### config.mk
export PLATFORM = sky130hd
export DESIGN_NAME = edfst_ctrl
export DESIGN_NICKNAME = d
export VERILOG_FILES = /design/src/rtl/edfst_pkg.sv /design/src/rtl/edfst_ctrl.sv
export SDC_FILE = /design/constraint.sdc
export NUM_CORES = 1
export LEC_CHECK = 0
export ABC_AREA = 1
export CAP_MARGIN = 25
export CORE_MARGIN = 5
export CORE_UTILIZATION = 60
export CTS_BUF_LIST = sky130_fd_sc_hd__clkbuf_4 sky130_fd_sc_hd__clkbuf_8 sky130_fd_sc_hd__clkbuf_16
export DETAILED_ROUTE_END_ITERATION = 8
export DONT_BUFFER_PORTS = 1
export GPL_TIMING_DRIVEN = 0
export PLACE_DENSITY = 0.83
export SLEW_MARGIN = 20
export SYNTH_ARGS = -nofsm -noshare
export SYNTH_HDL_FRONTEND = slang
export SYNTH_SLANG_ARGS = --single-unit
### constraint.sdc
create_clock -name aclk -period 1.48 [get_ports aclk]
set_input_delay 0.222 -clock aclk [delete_from_list [all_inputs] [get_ports aclk]]
set_output_delay 0.222 -clock aclk [all_outputs]
set_load 0.03 [all_outputs]
### src/rtl/edfst_pkg.sv
// ----------------------------------------------------------------------------
// edfst_pkg
// Shared types, widths and codes for the EDF schedulability test block.
// ----------------------------------------------------------------------------
package edfst_pkg;

    // Default parameter values
    localparam int MAX_TASKS_DEF = 16;
    localparam int TIME_BITS_DEF = 32;
    localparam int FRAC_BITS_DEF = 16;

    // Fixed widths
    localparam int DATA_W    = 32;
    localparam int LEN_W     = 48;
    localparam int SUM_W     = 61;
    localparam int DIV_NUM_W = 56;
    localparam int LIMIT_W   = 24;
    localparam int UTIL_W    = 24;

    localparam logic [LEN_W-1:0]   LEN_CAP   = '1;
    localparam logic [SUM_W-1:0]   SUM_CAP   = {1'b1, 60'd0};
    localparam logic [UTIL_W-1:0]  UTIL_CAP  = '1;
    localparam logic [LIMIT_W-1:0] LIMIT_RST = 24'd1048576;

    // Status codes
    localparam logic [1:0] STATUS_DECIDED     = 2'd0;
    localparam logic [1:0] STATUS_LIMIT       = 2'd1;
    localparam logic [1:0] STATUS_TOO_MANY    = 2'd2;
    localparam logic [1:0] STATUS_ZERO_PERIOD = 2'd3;

    // Register index, taken from paddr[2]
    localparam logic REG_ITER_LIMIT = 1'b0;

    typedef struct packed {
        logic [DATA_W-1:0] exec_time;
        logic [DATA_W-1:0] task_period;
        logic [DATA_W-1:0] rel_deadline;
        logic              last_task;
    } edfst_in_t;

    typedef struct packed {
        logic              schedulable;
        logic [UTIL_W-1:0] utilization_q16;
        logic [1:0]        status;
    } edfst_out_t;

    typedef enum logic [1:0] {
        DIV_UTIL,
        DIV_DENS,
        DIV_BUSY
    } div_sel_t;

    typedef enum logic [2:0] {
        RES_TOO_MANY,
        RES_ZERO_PERIOD,
        RES_FAIL,
        RES_PASS,
        RES_LIMIT
    } res_code_t;

    typedef enum logic [4:0] {
        ST_IDLE,
        ST_CHECK,
        ST_U_RD,
        ST_U_LAT,
        ST_U_OP,
        ST_U_DIV1,
        ST_U_DIV2,
        ST_U_NEXT,
        ST_U_END,
        ST_B_RD,
        ST_B_LAT,
        ST_B_ACC,
        ST_I_TOP,
        ST_I_RD,
        ST_I_LAT,
        ST_I_OP,
        ST_I_DIV,
        ST_I_MUL1,
        ST_I_MUL2,
        ST_I_ACC,
        ST_I_CMP,
        ST_W_SRD,
        ST_W_SLAT,
        ST_W_CHK,
        ST_W_TRD,
        ST_W_TLAT,
        ST_W_ADD,
        ST_W_UPD,
        ST_OUT
    } state_t;

    // Commands from controller to datapath
    typedef struct packed {
        logic      store;
        logic      set_clear;
        logic      idx_clr;
        logic      idx_inc;
        logic      idx_best;
        logic      lat_task;
        logic      sum_clr;
        logic      zero_set;
        logic      div_start;
        div_sel_t  div_sel;
        logic      acc_util;
        logic      acc_dens;
        logic      acc_dens_inf;
        logic      len_clr;
        logic      len_add_e;
        logic      len_load_nl;
        logic      steps_clr;
        logic      steps_inc;
        logic      nl_clr;
        logic      c_set;
        logic      mul_lo;
        logic      mul_hi;
        logic      nl_acc;
        logic      min_upd;
        logic      dem_clr;
        logic      dem_add;
        logic      nd_init;
        logic      nd_upd;
        logic      res_set;
        res_code_t res_code;
        logic      out_load;
    } edfst_cmd_t;

    // Status from datapath to controller
    typedef struct packed {
        logic ovf;
        logic p_zero;
        logic m_zero;
        logic zero_seen;
        logic div_done;
        logic last_idx;
        logic util_hi;
        logic dens_ok;
        logic busy_stop;
        logic walk_limit;
        logic nl_eq;
        logic min_gt_len;
        logic dem_gt_min;
    } edfst_stat_t;

endpackage

### src/rtl/edfst_ctrl.sv
// ----------------------------------------------------------------------------
// edfst_ctrl
// Sequencer for loading, utilization, busy period and deadline walk.
// ----------------------------------------------------------------------------
module edfst_ctrl
    import edfst_pkg::*;
(
    input  logic        aclk,
    input  logic        aresetn,
    input  logic        s_valid,
    input  logic        s_last,
    output logic        s_ready,
    output logic        m_valid,
    input  logic        m_ready,
    input  edfst_stat_t stat,
    output edfst_cmd_t  cmd
);

    state_t state_reg, state_next;
    logic   m_valid_reg, m_valid_next;

    // State and output valid
    always_ff @(posedge aclk) begin
        if (!aresetn) begin
            state_reg   <= ST_IDLE;
            m_valid_reg <= 1'b0;
        end else begin
            state_reg   <= state_next;
            m_valid_reg <= m_valid_next;
        end
    end

    // Next state and commands
    always_comb begin
        state_next   = state_reg;
        cmd          = '0;
        cmd.div_sel  = DIV_UTIL;
        cmd.res_code = RES_FAIL;
        m_valid_next = m_valid_reg && !m_ready;
        s_ready      = 1'b0;
        unique case (state_reg)
            ST_IDLE: begin
                s_ready = 1'b1;
                if (s_valid) begin
                    cmd.store = 1'b1;
                    if (s_last) state_next = ST_CHECK;
                end
            end
            ST_CHECK: begin
                if (stat.ovf) begin
                    cmd.res_set  = 1'b1;
                    cmd.res_code = RES_TOO_MANY;
                    state_next   = ST_OUT;
                end else begin
                    cmd.idx_clr = 1'b1;
                    cmd.sum_clr = 1'b1;
                    state_next  = ST_U_RD;
                end
            end
            ST_U_RD: state_next = ST_U_LAT;
            ST_U_LAT: begin
                cmd.lat_task = 1'b1;
                state_next   = ST_U_OP;
            end
            ST_U_OP: begin
                if (stat.p_zero) begin
                    cmd.zero_set = 1'b1;
                    state_next   = ST_U_NEXT;
                end else begin
                    cmd.div_start = 1'b1;
                    cmd.div_sel   = DIV_UTIL;
                    state_next    = ST_U_DIV1;
                end
            end
            ST_U_DIV1: begin
                if (stat.div_done) begin
                    cmd.acc_util = 1'b1;
                    if (stat.m_zero) begin
                        cmd.acc_dens_inf = 1'b1;
                        state_next       = ST_U_NEXT;
                    end else begin
                        cmd.div_start = 1'b1;
                        cmd.div_sel   = DIV_DENS;
                        state_next    = ST_U_DIV2;
                    end
                end
            end
            ST_U_DIV2: begin
                cmd.div_sel = DIV_DENS;
                if (stat.div_done) begin
                    cmd.acc_dens = 1'b1;
                    state_next   = ST_U_NEXT;
                end
            end
            ST_U_NEXT: begin
                if (stat.last_idx) begin
                    state_next = ST_U_END;
                end else begin
                    cmd.idx_inc = 1'b1;
                    state_next  = ST_U_RD;
                end
            end
            // Decide on zero period, utilization and density
            ST_U_END: begin
                priority if (stat.zero_seen) begin
                    cmd.res_set  = 1'b1;
                    cmd.res_code = RES_ZERO_PERIOD;
                    state_next   = ST_OUT;
                end else if (stat.util_hi) begin
                    cmd.res_set  = 1'b1;
                    cmd.res_code = RES_FAIL;
                    state_next   = ST_OUT;
                end else if (stat.dens_ok) begin
                    cmd.res_set  = 1'b1;
                    cmd.res_code = RES_PASS;
                    state_next   = ST_OUT;
                end else begin
                    cmd.idx_clr = 1'b1;
                    cmd.len_clr = 1'b1;
                    state_next  = ST_B_RD;
                end
            end
            // Seed busy length and next deadlines
            ST_B_RD: state_next = ST_B_LAT;
            ST_B_LAT: begin
                cmd.lat_task = 1'b1;
                state_next   = ST_B_ACC;
            end
            ST_B_ACC: begin
                cmd.len_add_e = 1'b1;
                cmd.nd_init   = 1'b1;
                if (stat.last_idx) begin
                    cmd.steps_clr = 1'b1;
                    state_next    = ST_I_TOP;
                end else begin
                    cmd.idx_inc = 1'b1;
                    state_next  = ST_B_RD;
                end
            end
            // Busy period fixpoint
            ST_I_TOP: begin
                if (stat.busy_stop) begin
                    cmd.res_set  = 1'b1;
                    cmd.res_code = RES_LIMIT;
                    state_next   = ST_OUT;
                end else begin
                    cmd.steps_inc = 1'b1;
                    cmd.nl_clr    = 1'b1;
                    cmd.idx_clr   = 1'b1;
                    state_next    = ST_I_RD;
                end
            end
            ST_I_RD: state_next = ST_I_LAT;
            ST_I_LAT: begin
                cmd.lat_task = 1'b1;
                state_next   = ST_I_OP;
            end
            ST_I_OP: begin
                cmd.div_start = 1'b1;
                cmd.div_sel   = DIV_BUSY;
                state_next    = ST_I_DIV;
            end
            ST_I_DIV: begin
                cmd.div_sel = DIV_BUSY;
                if (stat.div_done) begin
                    cmd.c_set  = 1'b1;
                    state_next = ST_I_MUL1;
                end
            end
            ST_I_MUL1: begin
                cmd.mul_lo = 1'b1;
                state_next = ST_I_MUL2;
            end
            ST_I_MUL2: begin
                cmd.mul_hi = 1'b1;
                state_next = ST_I_ACC;
            end
            ST_I_ACC: begin
                cmd.nl_acc = 1'b1;
                if (stat.last_idx) begin
                    state_next = ST_I_CMP;
                end else begin
                    cmd.idx_inc = 1'b1;
                    state_next  = ST_I_RD;
                end
            end
            ST_I_CMP: begin
                if (stat.nl_eq) begin
                    cmd.idx_clr   = 1'b1;
                    cmd.steps_clr = 1'b1;
                    cmd.dem_clr   = 1'b1;
                    state_next    = ST_W_SRD;
                end else begin
                    cmd.len_load_nl = 1'b1;
                    state_next      = ST_I_TOP;
                end
            end
            // Deadline walk: scan for the earliest next deadline
            ST_W_SRD: state_next = ST_W_SLAT;
            ST_W_SLAT: begin
                cmd.min_upd = 1'b1;
                if (stat.last_idx) begin
                    state_next = ST_W_CHK;
                end else begin
                    cmd.idx_inc = 1'b1;
                    state_next  = ST_W_SRD;
                end
            end
            ST_W_CHK: begin
                priority if (stat.min_gt_len) begin
                    cmd.res_set  = 1'b1;
                    cmd.res_code = RES_PASS;
                    state_next   = ST_OUT;
                end else if (stat.walk_limit) begin
                    cmd.res_set  = 1'b1;
                    cmd.res_code = RES_LIMIT;
                    state_next   = ST_OUT;
                end else begin
                    cmd.steps_inc = 1'b1;
                    cmd.idx_best  = 1'b1;
                    state_next    = ST_W_TRD;
                end
            end
            ST_W_TRD: state_next = ST_W_TLAT;
            ST_W_TLAT: begin
                cmd.lat_task = 1'b1;
                state_next   = ST_W_ADD;
            end
            ST_W_ADD: begin
                cmd.dem_add = 1'b1;
                state_next  = ST_W_UPD;
            end
            ST_W_UPD: begin
                if (stat.dem_gt_min) begin
                    cmd.res_set  = 1'b1;
                    cmd.res_code = RES_FAIL;
                    state_next   = ST_OUT;
                end else begin
                    cmd.nd_upd  = 1'b1;
                    cmd.idx_clr = 1'b1;
                    state_next  = ST_W_SRD;
                end
            end
            // Hand the result to the output register once it is free
            ST_OUT: begin
                if (!m_valid_reg || m_ready) begin
                    cmd.out_load  = 1'b1;
                    cmd.set_clear = 1'b1;
                    m_valid_next  = 1'b1;
                    state_next    = ST_IDLE;
                end
            end
            default: state_next = ST_IDLE;
        endcase
    end

    assign m_valid = m_valid_reg;

endmodule

==> impl_metrics.sql, run 1 <==
INSERT INTO impl_metrics (metric_group, metric, value, unit) VALUES
('synthesis', 'synth.distinct_cells', '20', ''),
('synthesis', 'flip_flop_and_latch_count_after_synthesis', '6', ''),
('clocking', 'cts-resized-gates', '110', ''),
('floorplanning', 'die-width', '51.9', 'um'),
('placed_design', 'globalplace.congestion', '0.967', ''),
('clocking', 'clock-root-buffer', 'clkbuf_4', ''),
('clocking', 'cts.sinks', '6', ''),
('placed_design', 'place.detailed.hpwl', '3060', 'um'),
('synthesis', 'netlist_instances', '223', ''),
('floorplanning', 'initial_utilization', '0.618', ''),
('clocking', 'cts_hold_buffers', '0', ''),
('synthesis', 'post_synth.cell_area_avg', '4.73', 'sq um'),
('status', 'failing_step', '4_1_cts', ''),
('synthesis', 'synth.cell_area', '1050', 'sq um'),
('status', 'run_status', 'did not finish', ''),
('placed_design', 'port_buffers', '0', ''),
('synthesis', 'ys.warnings.count', '0', ''),
('floorplanning', 'io_pins', '54', ''),
('synthesis', 'synthesis.nets', '241', ''),
('clocking', 'cts_buffers', '3', ''),
('floorplanning', 'rows', '15', ''),
('status', 'error_line', '[ERROR DPL-0033] detailed placement checks failed during check placement.', ''),
('floorplanning', 'die_height', '51.9', 'um'),
('clocking', 'clock_tree.buffer_depth', '2', ''),
('synthesis', 'yosysSeqAreaShare', '0.114', ''),
('placed_design', 'dp_cells', '248', ''),
('clocking', 'h-tree-depth', '1', ''),
('clocking', 'cts_setup_buffers', '15', '');
## cells in the mapped netlist, drive strengths merged
| library cell | n | area (sq um) |
|---|---|---|
| nand3 | 16 | 90.1 |
| buf | 3 | 22.5 |
| nand2 | 70 | 270 |
| dfxtp | 6 | 120 |
| a21oi | 9 | 48.8 |
| nor2 | 53 | 206 |
| o21ai | 7 | 35.0 |
| o31ai | 1 | 7.51 |
| inv | 43 | 161 |
| nand4 | 4 | 25.0 |
| o211ai | 2 | 15.0 |
| a21o | 1 | 7.51 |
| o22ai | 2 | 12.5 |
| nor3 | 5 | 25.0 |
| nor3b | 1 | 7.51 |
## metrics by stage
step | setup WS [ns] | area, sq um
after floorplan | -0.133 | 1140
after global placement | -0.324 | 1170
after detailed placement | -0.348 | 1170
## cells by family after synthesis
kind of cell    share of synthesized area
simple gates                        0.592
flops                               0.114
buf+inv                             0.174
compound gates                      0.120
==> run 2, diff against run 1 <==
CORE_AREA = 5 5 66 68   (was default)
CORE_MARGIN = default   (was 5)
CORE_UTILIZATION = default   (was 60)
CTS_BUF_LIST = default   (was sky130_fd_sc_hd__clkbuf_4 sky130_fd_sc_hd__clkbuf_8 sky130_fd_sc_hd__clkbuf_16)
DIE_AREA = 0 0 71 73   (was default)
PLACE_DENSITY = default   (was 0.83)
PLACE_DENSITY_LB_ADDON = 0.15   (was default)
==> impl_metrics.sql, run 2 <==
INSERT INTO impl_metrics (metric_group, metric, value, unit) VALUES
('status', 'run_status', 'complete, but fails checks', ''),
('status', 'violations', 'setup timing', ''),
('layout', 'syn2layout_area_growth', '88.5', '%'),
('drt', 'postRouteWirelength', '4760', 'um'),
('worst_setup_path', 'cp.buffers_inverters', '2', ''),
('worst_setup_path', 'critical-path-slowest-cell', 'dfxtp_4', ''),
('floorplanning', 'standard_cell_core_area', '3800', 'sq um'),
('layout', 'largest_register_ff_count', '5', ''),
('global_route', 'pin_count_of_the_biggest_net_entering_global_routing', '9', ''),
('synthesis', 'netlist_top_cells_area', 'nand2_1, nor2_1, inv_1', ''),
('clocking', 'cts_buffers', '3', ''),
('synthesis', 'ys.warnings.count', '0', ''),
('synthesis', 'synth.distinct_cells', '20', ''),
('synthesis', 'netlist_instances', '223', ''),
('drt', 'first_iter_violations', '142', ''),
('worst_setup_path', 'max_stage_delay', '0.42', 'ns'),
('drt', 'ant_nets', '0', ''),
('pwr', 'power.ir.vdd_worst', '1190', 'uV'),
('global_route', 'antenna_found_initial', '0', ''),
('pwr', 'p_leak', '0.977', 'nW'),
('clocking', 'clock-root-buffer', 'clkbuf_8', ''),
('layout', 'footprint_of_the_multi_input_gates', '1240', 'sq um'),
('worst_setup_path', 'cp.depth', '7', ''),
('drt', 'dr_total_vias', '1586', ''),
('worst_setup_path', 'ff2ff_path_depth', '10', ''),
('global_route', 'grt_remaining_overflow', '0', ''),
('timing', 'worst-slew-pin-transition', '0.794', 'ns'),
('timing', 'final.min_clock_period', '1.78', 'ns'),
('placed_design', 'place.detailed.hpwl', '3270', 'um'),
('drt', 'post_drt_via_cell_ratio', '5.20', ''),
('worst_setup_path', 'crit-reg2reg-launch', 'state_reg[1]$_SDFFE_PN0P_', ''),
('drt', 'drt-pass1-iter-count', '6', ''),
('global_route', 'vias_in_the_first_global_route', '1458', ''),
('pwr', 'p_per_area', '1800', 'nW/um^2'),
('worst_setup_path', 'worstReg2RegEnd', 'state_reg[4]$_SDFFE_PN0P_', ''),
('flow_run', 'maxCapViolations', '0', ''),
('clocking', 'h-tree-depth', '1', ''),
('synthesis', 'post_synth.cell_area_avg', '4.73', 'sq um'),
('timing', 'fmax', '562', 'MHz'),
('placed_design', 'globalplace.congestion', '0.892', ''),
('worst_setup_path', 'critPathCapture', 'cmd[4]', ''),
('layout', 'layout.cells.most_common', 'nand2_1', ''),
('synthesis', 'synthesis.nets', '241', ''),
('layout', 'nFillCells', '374', ''),
('floorplanning', 'die_height', '73', 'um'),
('floorplanning', 'floorplan.die_area', '5180', 'sq um'),
('synthesis', 'synth_top_area_frac', '0.238', ''),
('worst_setup_path', 'cp_cell_sequence', 'inv_2 > nand2_2 > nor2_4 > nand2_1 > nand2_2 > inv_1 > nand4_1', ''),
('worst_setup_path', 'worst_setup_path_start_kind', 'register', ''),
('clocking', 'cts_clk_pin_slew_worst_paths', '0.04', 'ns'),
('min_path', 'hold_path.class', 'in -> reg', ''),
('worst_setup_path', 'critical_path_class', 'reg -> out', ''),
('clocking', 'cts.sinks', '6', ''),
('synthesis', 'synth-edff-count', '0', ''),
('clocking', 'clock_tree.buffer_depth', '2', ''),
('synthesis', 'synth-async-reset-ratio', '0', ''),
('placed_design', 'port_buffers', '0', ''),
('floorplanning', 'rows', '23', ''),
('timing', 'final.setup_skew', '0.000825', 'ns'),
('drt', 'drc', '0', ''),
('worst_setup_path', 'crit_path_frequent_cell', 'nand2_2', ''),
('worst_setup_path', 'worst-r2r-setup-slack', '-0.20', 'ns'),
('layout', 'post_route_cells_drive_above_1_share', '0.533', ''),
('timing', 'max_slew_margin', '0.468', ''),
('worst_setup_path', 'critPathTopFamily', 'simple AND/OR/NAND/NOR gates', ''),
('clocking', 'cts_hold_buffers', '0', ''),
('timing', 'final-max-slew-violation-count', '0', ''),
('synthesis', 'yosys.area.top_type', 'nand2_1', ''),
('layout', 'most_frequent_cells_in_the_layout', 'nand2_1, nor2_4, nor2_1, inv_1, buf_4', ''),
('synthesis', 'post_synth_most_frequent_cells', 'nand2_1, nor2_1, inv_1', ''),
('timing', 'worst_slack', '-0.301', 'ns'),
('synthesis', 'ys.flop_type', 'dfxtp_1', ''),
('min_path', 'hold-path-cell-count', '2', ''),
('timing', 'hold_viol', '0', ''),
('floorplanning', 'initial_utilization', '0.278', ''),
('placed_design', 'place_worst_setup_slack', '-0.321', 'ns'),
('worst_setup_path', 'critical_path.endpoint_type', 'output port', ''),
('global_route', 'grt_pass1_wl', '7060', 'um'),
('clocking', 'tritoncts', 'yes', ''),
('timing', 'unrepaired_setup_endpoints_after_global_routing', 'yes', ''),
('timing', 'portion_of_the_clock_cycle_consumed_by_the_worst_path_in_the_final_layout', '1.20', ''),
('layout', 'finish.net_count', '275', ''),
('layout', 'insertedDiodeCount', '0', ''),
('global_route', 'grtUsageTotal', '0.169', ''),
('timing', 'final.hold.worst_slack', '0.107', 'ns'),
('worst_setup_path', 'cp_data_required_time', '1.26', 'ns'),
('clocking', 'clkLatencyLatePin', '0.22', 'ns'),
('synthesis', 'synthMostInstantiatedCell', 'nand2_1', ''),
('drt', 'detail_route.wl_per_cell', '15.6', 'um'),
('layout', 'sequential_cell_area', '136', 'sq um'),
('worst_setup_path', 'crit_path_max_fanout', '6', ''),
('worst_setup_path', 'worst-endpoint-arrival', '1.56', 'ns'),
('worst_setup_path', 'crit_path_start', 'state_reg[2]$_SDFFE_PN0P_', ''),
('floorplanning', 'io_pins', '54', ''),
('synthesis', 'flip_flop_and_latch_count_after_synthesis', '6', ''),
('floorplanning', 'die-width', '71', 'um'),
('timing', 'finalSetupViolations', '33', ''),
('synthesis', 'synth.cell_area', '1050', 'sq um'),
('synthesis', 'yosysSeqAreaShare', '0.114', '');
==> run 2: repair_timing <==
item                                    CTS  global route
pin swaps                                24            22
endpoints found under the setup margin   39            37
resized for setup                       108            44
buffers inserted                         13            16
==> run 2: routing by layer <==
metal	part of all wire	up-vias	global-route usage
li1	-	758	-
met1	0.39	724	0.214
met2	0.51	82	0.296
met3	0.073	22	0.0303
met4	0.036	0	0.0438
met5	0	-	0
==> run 2: stage by stage <==
| step | TNS (ns) | instance area [sq um] | cells | power, mW | utilization |
|---|---|---|---|---|---|
| 2_1_floorplan | -0.162 | 1140 | 223 | 1.71 | - |
| 3_3_place_gp | -3.83 | 1200 | 273 | 2.07 | 0.316 |
| 3_5_place_dp | -3.39 | 1200 | 273 | 2.05 | 0.316 |
| 4_1_cts | -3.67 | 1700 | 289 | 3.11 | 0.448 |
| 5_1_grt | -6.74 | 1990 | 305 | 3.76 | 0.523 |
| 6_report | -4.88 | 1990 | 305 | 3.57 | 0.523 |
==> run 2: power by group <==
| group | internal [mW] | switching (mW) | total, mW |
|---|---|---|---|
| Clock | 0.176 | 0.0791 | 0.255 |
| Combinational | 1.04 | 1.88 | 2.92 |
| Sequential | 0.250 | 0.146 | 0.395 |
| Total | 1.46 | 2.11 | 3.57 |
==> run 2: cells by family after synthesis <==
kind of cell           share of synthesized area
and+or+nand+nor                            0.592
buffers and inverters                      0.174
AOI/OAI and AO/OA                          0.120
DFF                                        0.114
==> run 2: final cells by class <==
cell class	instances	share of cell area
flip-flops and latches	6	0.0686
multi-input cells	171	0.623
well taps	50	0.0315
plain buffers	3	0.0189
repair buffers	29	0.132
clock buffers	3	0.0208
inverters	43	0.105
==> run 2: how the worst min path moves through the flow <==
stage                 start                        end  slack, ns
floorplan           aresetn  state_reg[3]$_SDFFE_PN0P_       0.32
global placement    aresetn  state_reg[3]$_SDFFE_PN0P_       0.33
detailed placement  aresetn  state_reg[3]$_SDFFE_PN0P_       0.34
CTS                 aresetn  state_reg[3]$_SDFFE_PN0P_       0.11
global route        aresetn  state_reg[3]$_SDFFE_PN0P_       0.12
finish              aresetn  state_reg[3]$_SDFFE_PN0P_       0.11
Power figures use the tool's default switching activity.
==> run 3, diff against run 2 <==
MAX_ROUTING_LAYER = met4   (was default)
clock period = 1.5 ns   (was 1.48 ns; I/O delays follow)
==> impl_metrics.sql, run 3 (synthesized netlist as in run 2, its figures left out) <==
INSERT INTO impl_metrics (metric_group, metric, value, unit) VALUES
('placed_design', 'dp_cells', '273', ''),
('global_route', 'met2_use_gr', '0.301', ''),
('layout', 'insertedDiodeCount', '0', ''),
('worst_setup_path', 'critical_path.endpoint_type', 'output port', ''),
('timing', 'fmax', '561', 'MHz'),
('status', 'violations', 'setup timing', ''),
('layout', 'design_area', '1790', 'sq um'),
('clocking', 'clock-root-buffer', 'clkbuf_8', ''),
('layout', 'footprint_of_the_multi_input_gates', '1190', 'sq um'),
('global_route', 'pin_count_of_the_biggest_net_entering_global_routing', '9', ''),
('worst_setup_path', 'worst-endpoint-arrival', '1.56', 'ns'),
('timing', 'finalSetupViolations', '22', ''),
('layout', 'sequential_cell_area', '136', 'sq um'),
('global_route', 'antenna_found_initial', '0', ''),
('placed_design', 'port_buffers', '0', ''),
('layout', 'post_route_cells_drive_above_1_share', '0.483', ''),
('floorplanning', 'initial_utilization', '0.278', ''),
('drt', 'drc', '0', ''),
('worst_setup_path', 'cp_data_required_time', '1.27', 'ns'),
('drt', 'dr_total_vias', '1427', ''),
('layout', 'largest_register_ff_count', '5', ''),
('floorplanning', 'standard_cell_core_area', '3800', 'sq um'),
('pwr', 'p_per_area', '1780', 'nW/um^2'),
('timing', 'hold_viol', '0', ''),
('worst_setup_path', 'crit_path_max_fanout', '5', ''),
('drt', 'ant_nets', '0', ''),
('layout', 'layout.cells.most_common', 'nand2_1', ''),
('layout', 'layout.core_utilization', '0.471', ''),
('clocking', 'tritoncts', 'yes', ''),
('floorplanning', 'io_pins', '54', ''),
('floorplanning', 'die-width', '71', 'um'),
('worst_setup_path', 'worst_setup_path_start_kind', 'register', ''),
('timing', 'portion_of_the_clock_cycle_consumed_by_the_worst_path_in_the_final_layout', '1.19', ''),
('pwr', 'power.ir.vdd_worst', '1170', 'uV'),
('drt', 'post_drt_via_cell_ratio', '4.89', ''),
('timing', 'worst_slack', '-0.282', 'ns'),
('placed_design', 'placed_cell_area', '1160', 'sq um'),
('layout', 'nFillCells', '421', ''),
('global_route', 'grt_remaining_overflow', '0', ''),
('layout', 'finish.net_count', '262', ''),
('worst_setup_path', 'critical_path_class', 'reg -> out', ''),
('global_route', 'use_met3', '0.0399', ''),
('placed_design', 'place.detailed.hpwl', '3280', 'um'),
('floorplanning', 'rows', '23', ''),
('floorplanning', 'die_height', '73', 'um'),
('timing', 'final.min_clock_period', '1.78', 'ns'),
('timing', 'final.setup_skew', '0.00544', 'ns'),
('worst_setup_path', 'worst-r2r-setup-slack', '-0.09', 'ns'),
('global_route', 'grtUsageTotal', '0.172', ''),
('clocking', 'cts_clk_pin_slew_worst_paths', '0.04', 'ns'),
('pwr', 'design_power_total', '3.19', 'mW'),
('clocking', 'cts_buffers', '3', ''),
('clocking', 'clock_tree.buffer_depth', '2', ''),
('clocking', 'h-tree-depth', '1', ''),
('flow_run', 'maxCapViolations', '0', ''),
('drt', 'drt-pass1-iter-count', '4', ''),
('timing', 'final-max-slew-violation-count', '0', ''),
('clocking', 'clkLatencyLatePin', '0.23', 'ns'),
('drt', 'first_iter_violations', '95', ''),
('layout', 'stdcell_count', '292', ''),
('global_route', 'grt_pass1_wl', '6890', 'um'),
('global_route', 'vias_in_the_first_global_route', '1403', ''),
('drt', 'detail_route.wl_per_cell', '15.0', 'um'),
('clocking', 'cts.sinks', '6', ''),
('floorplanning', 'floorplan.die_area', '5180', 'sq um'),
('global_route', 'grt-busiest-layer', 'met2', ''),
('drt', 'postRouteWirelength', '4380', 'um'),
('status', 'run_status', 'complete, but fails checks', ''),
('timing', 'final.hold.worst_slack', '0.111', 'ns'),
('timing', 'unrepaired_setup_endpoints_after_global_routing', 'yes', ''),
('global_route', 'globalRouteMet1Util', '0.203', ''),
('placed_design', 'globalplace.congestion', '0.885', ''),
('min_path', 'hold_path.class', 'in -> reg', ''),
('pwr', 'p_leak', '0.912', 'nW'),
('timing', 'worst-slew-pin-transition', '0.729', 'ns'),
('layout', 'most_frequent_cells_in_the_layout', 'nand2_1, nor2_1, inv_1, nor2_4, buf_4', ''),
('layout', 'syn2layout_area_growth', '69.6', '%'),
('timing', 'max_slew_margin', '0.512', '');
-- run 3: layout make-up --
class / instances / share of cell area
timing repair buffer: 16 / 0.0671
multi-input combinational: 171 / 0.665
inverter: 43 / 0.113
sequential: 6 / 0.0762
buffer: 3 / 0.0210
clock buffer: 3 / 0.0231
tap: 50 / 0.0350
-- run 3: routing by layer --
| layer | wire (um) | part of all wire |
|---|---|---|
| met4 | 44 | 0.010 |
| met2 | 2280 | 0.52 |
| met3 | 203 | 0.046 |
| met1 | 1840 | 0.42 |
| met5 | 0 | 0 |
-- run 3: timing repair --
action                                  CTS  global route
endpoints found under the setup margin   39            34
buffers inserted                         12             5
cloned                                    0             0
pin swaps                                18            16
resized for setup                       105            32
hold buffers                              0             0
-- run 3: path summary, 6_finish.rpt --
check,endpoint,from,cells past startpoint
min reg2reg,state_reg[2]$_SDFFE_PN0P_,state_reg[2]$_SDFFE_PN0P_,2
max,cmd[25],state_reg[0]$_SDFFE_PN0P_,4
max reg2reg,state_reg[4]$_SDFFE_PN0P_,state_reg[3]$_SDFFE_PN0P_,9
min,state_reg[3]$_SDFFE_PN0P_,aresetn,2
-- run 3: critical path: stages, from the launching register on --
cell and delay, ns:
dfxtp_4 0.37, nor2_4 0.15, buf_4 0.14, nand3_2 0.08, o211ai_1 0.59
-- run 3: per-stage QoR --
step | setup slack [ns] | setup TNS, ns
6_report | -0.282 | -2.68
5_1_grt | -0.322 | -4.25
4_1_cts | -0.235 | -3.31
3_5_place_dp | -0.317 | -3.56
3_3_place_gp | -0.322 | -3.83
2_1_floorplan | -0.118 | -0.184
-- run 3: power breakdown --
part,switching [mW],internal (mW),total [mW],leakage [nW]
Sequential,0.148,0.247,0.395,0.0522
Combinational,1.72,0.820,2.54,0.838
Clock,0.0794,0.173,0.253,0.0216
Total,1.95,1.24,3.19,0.912
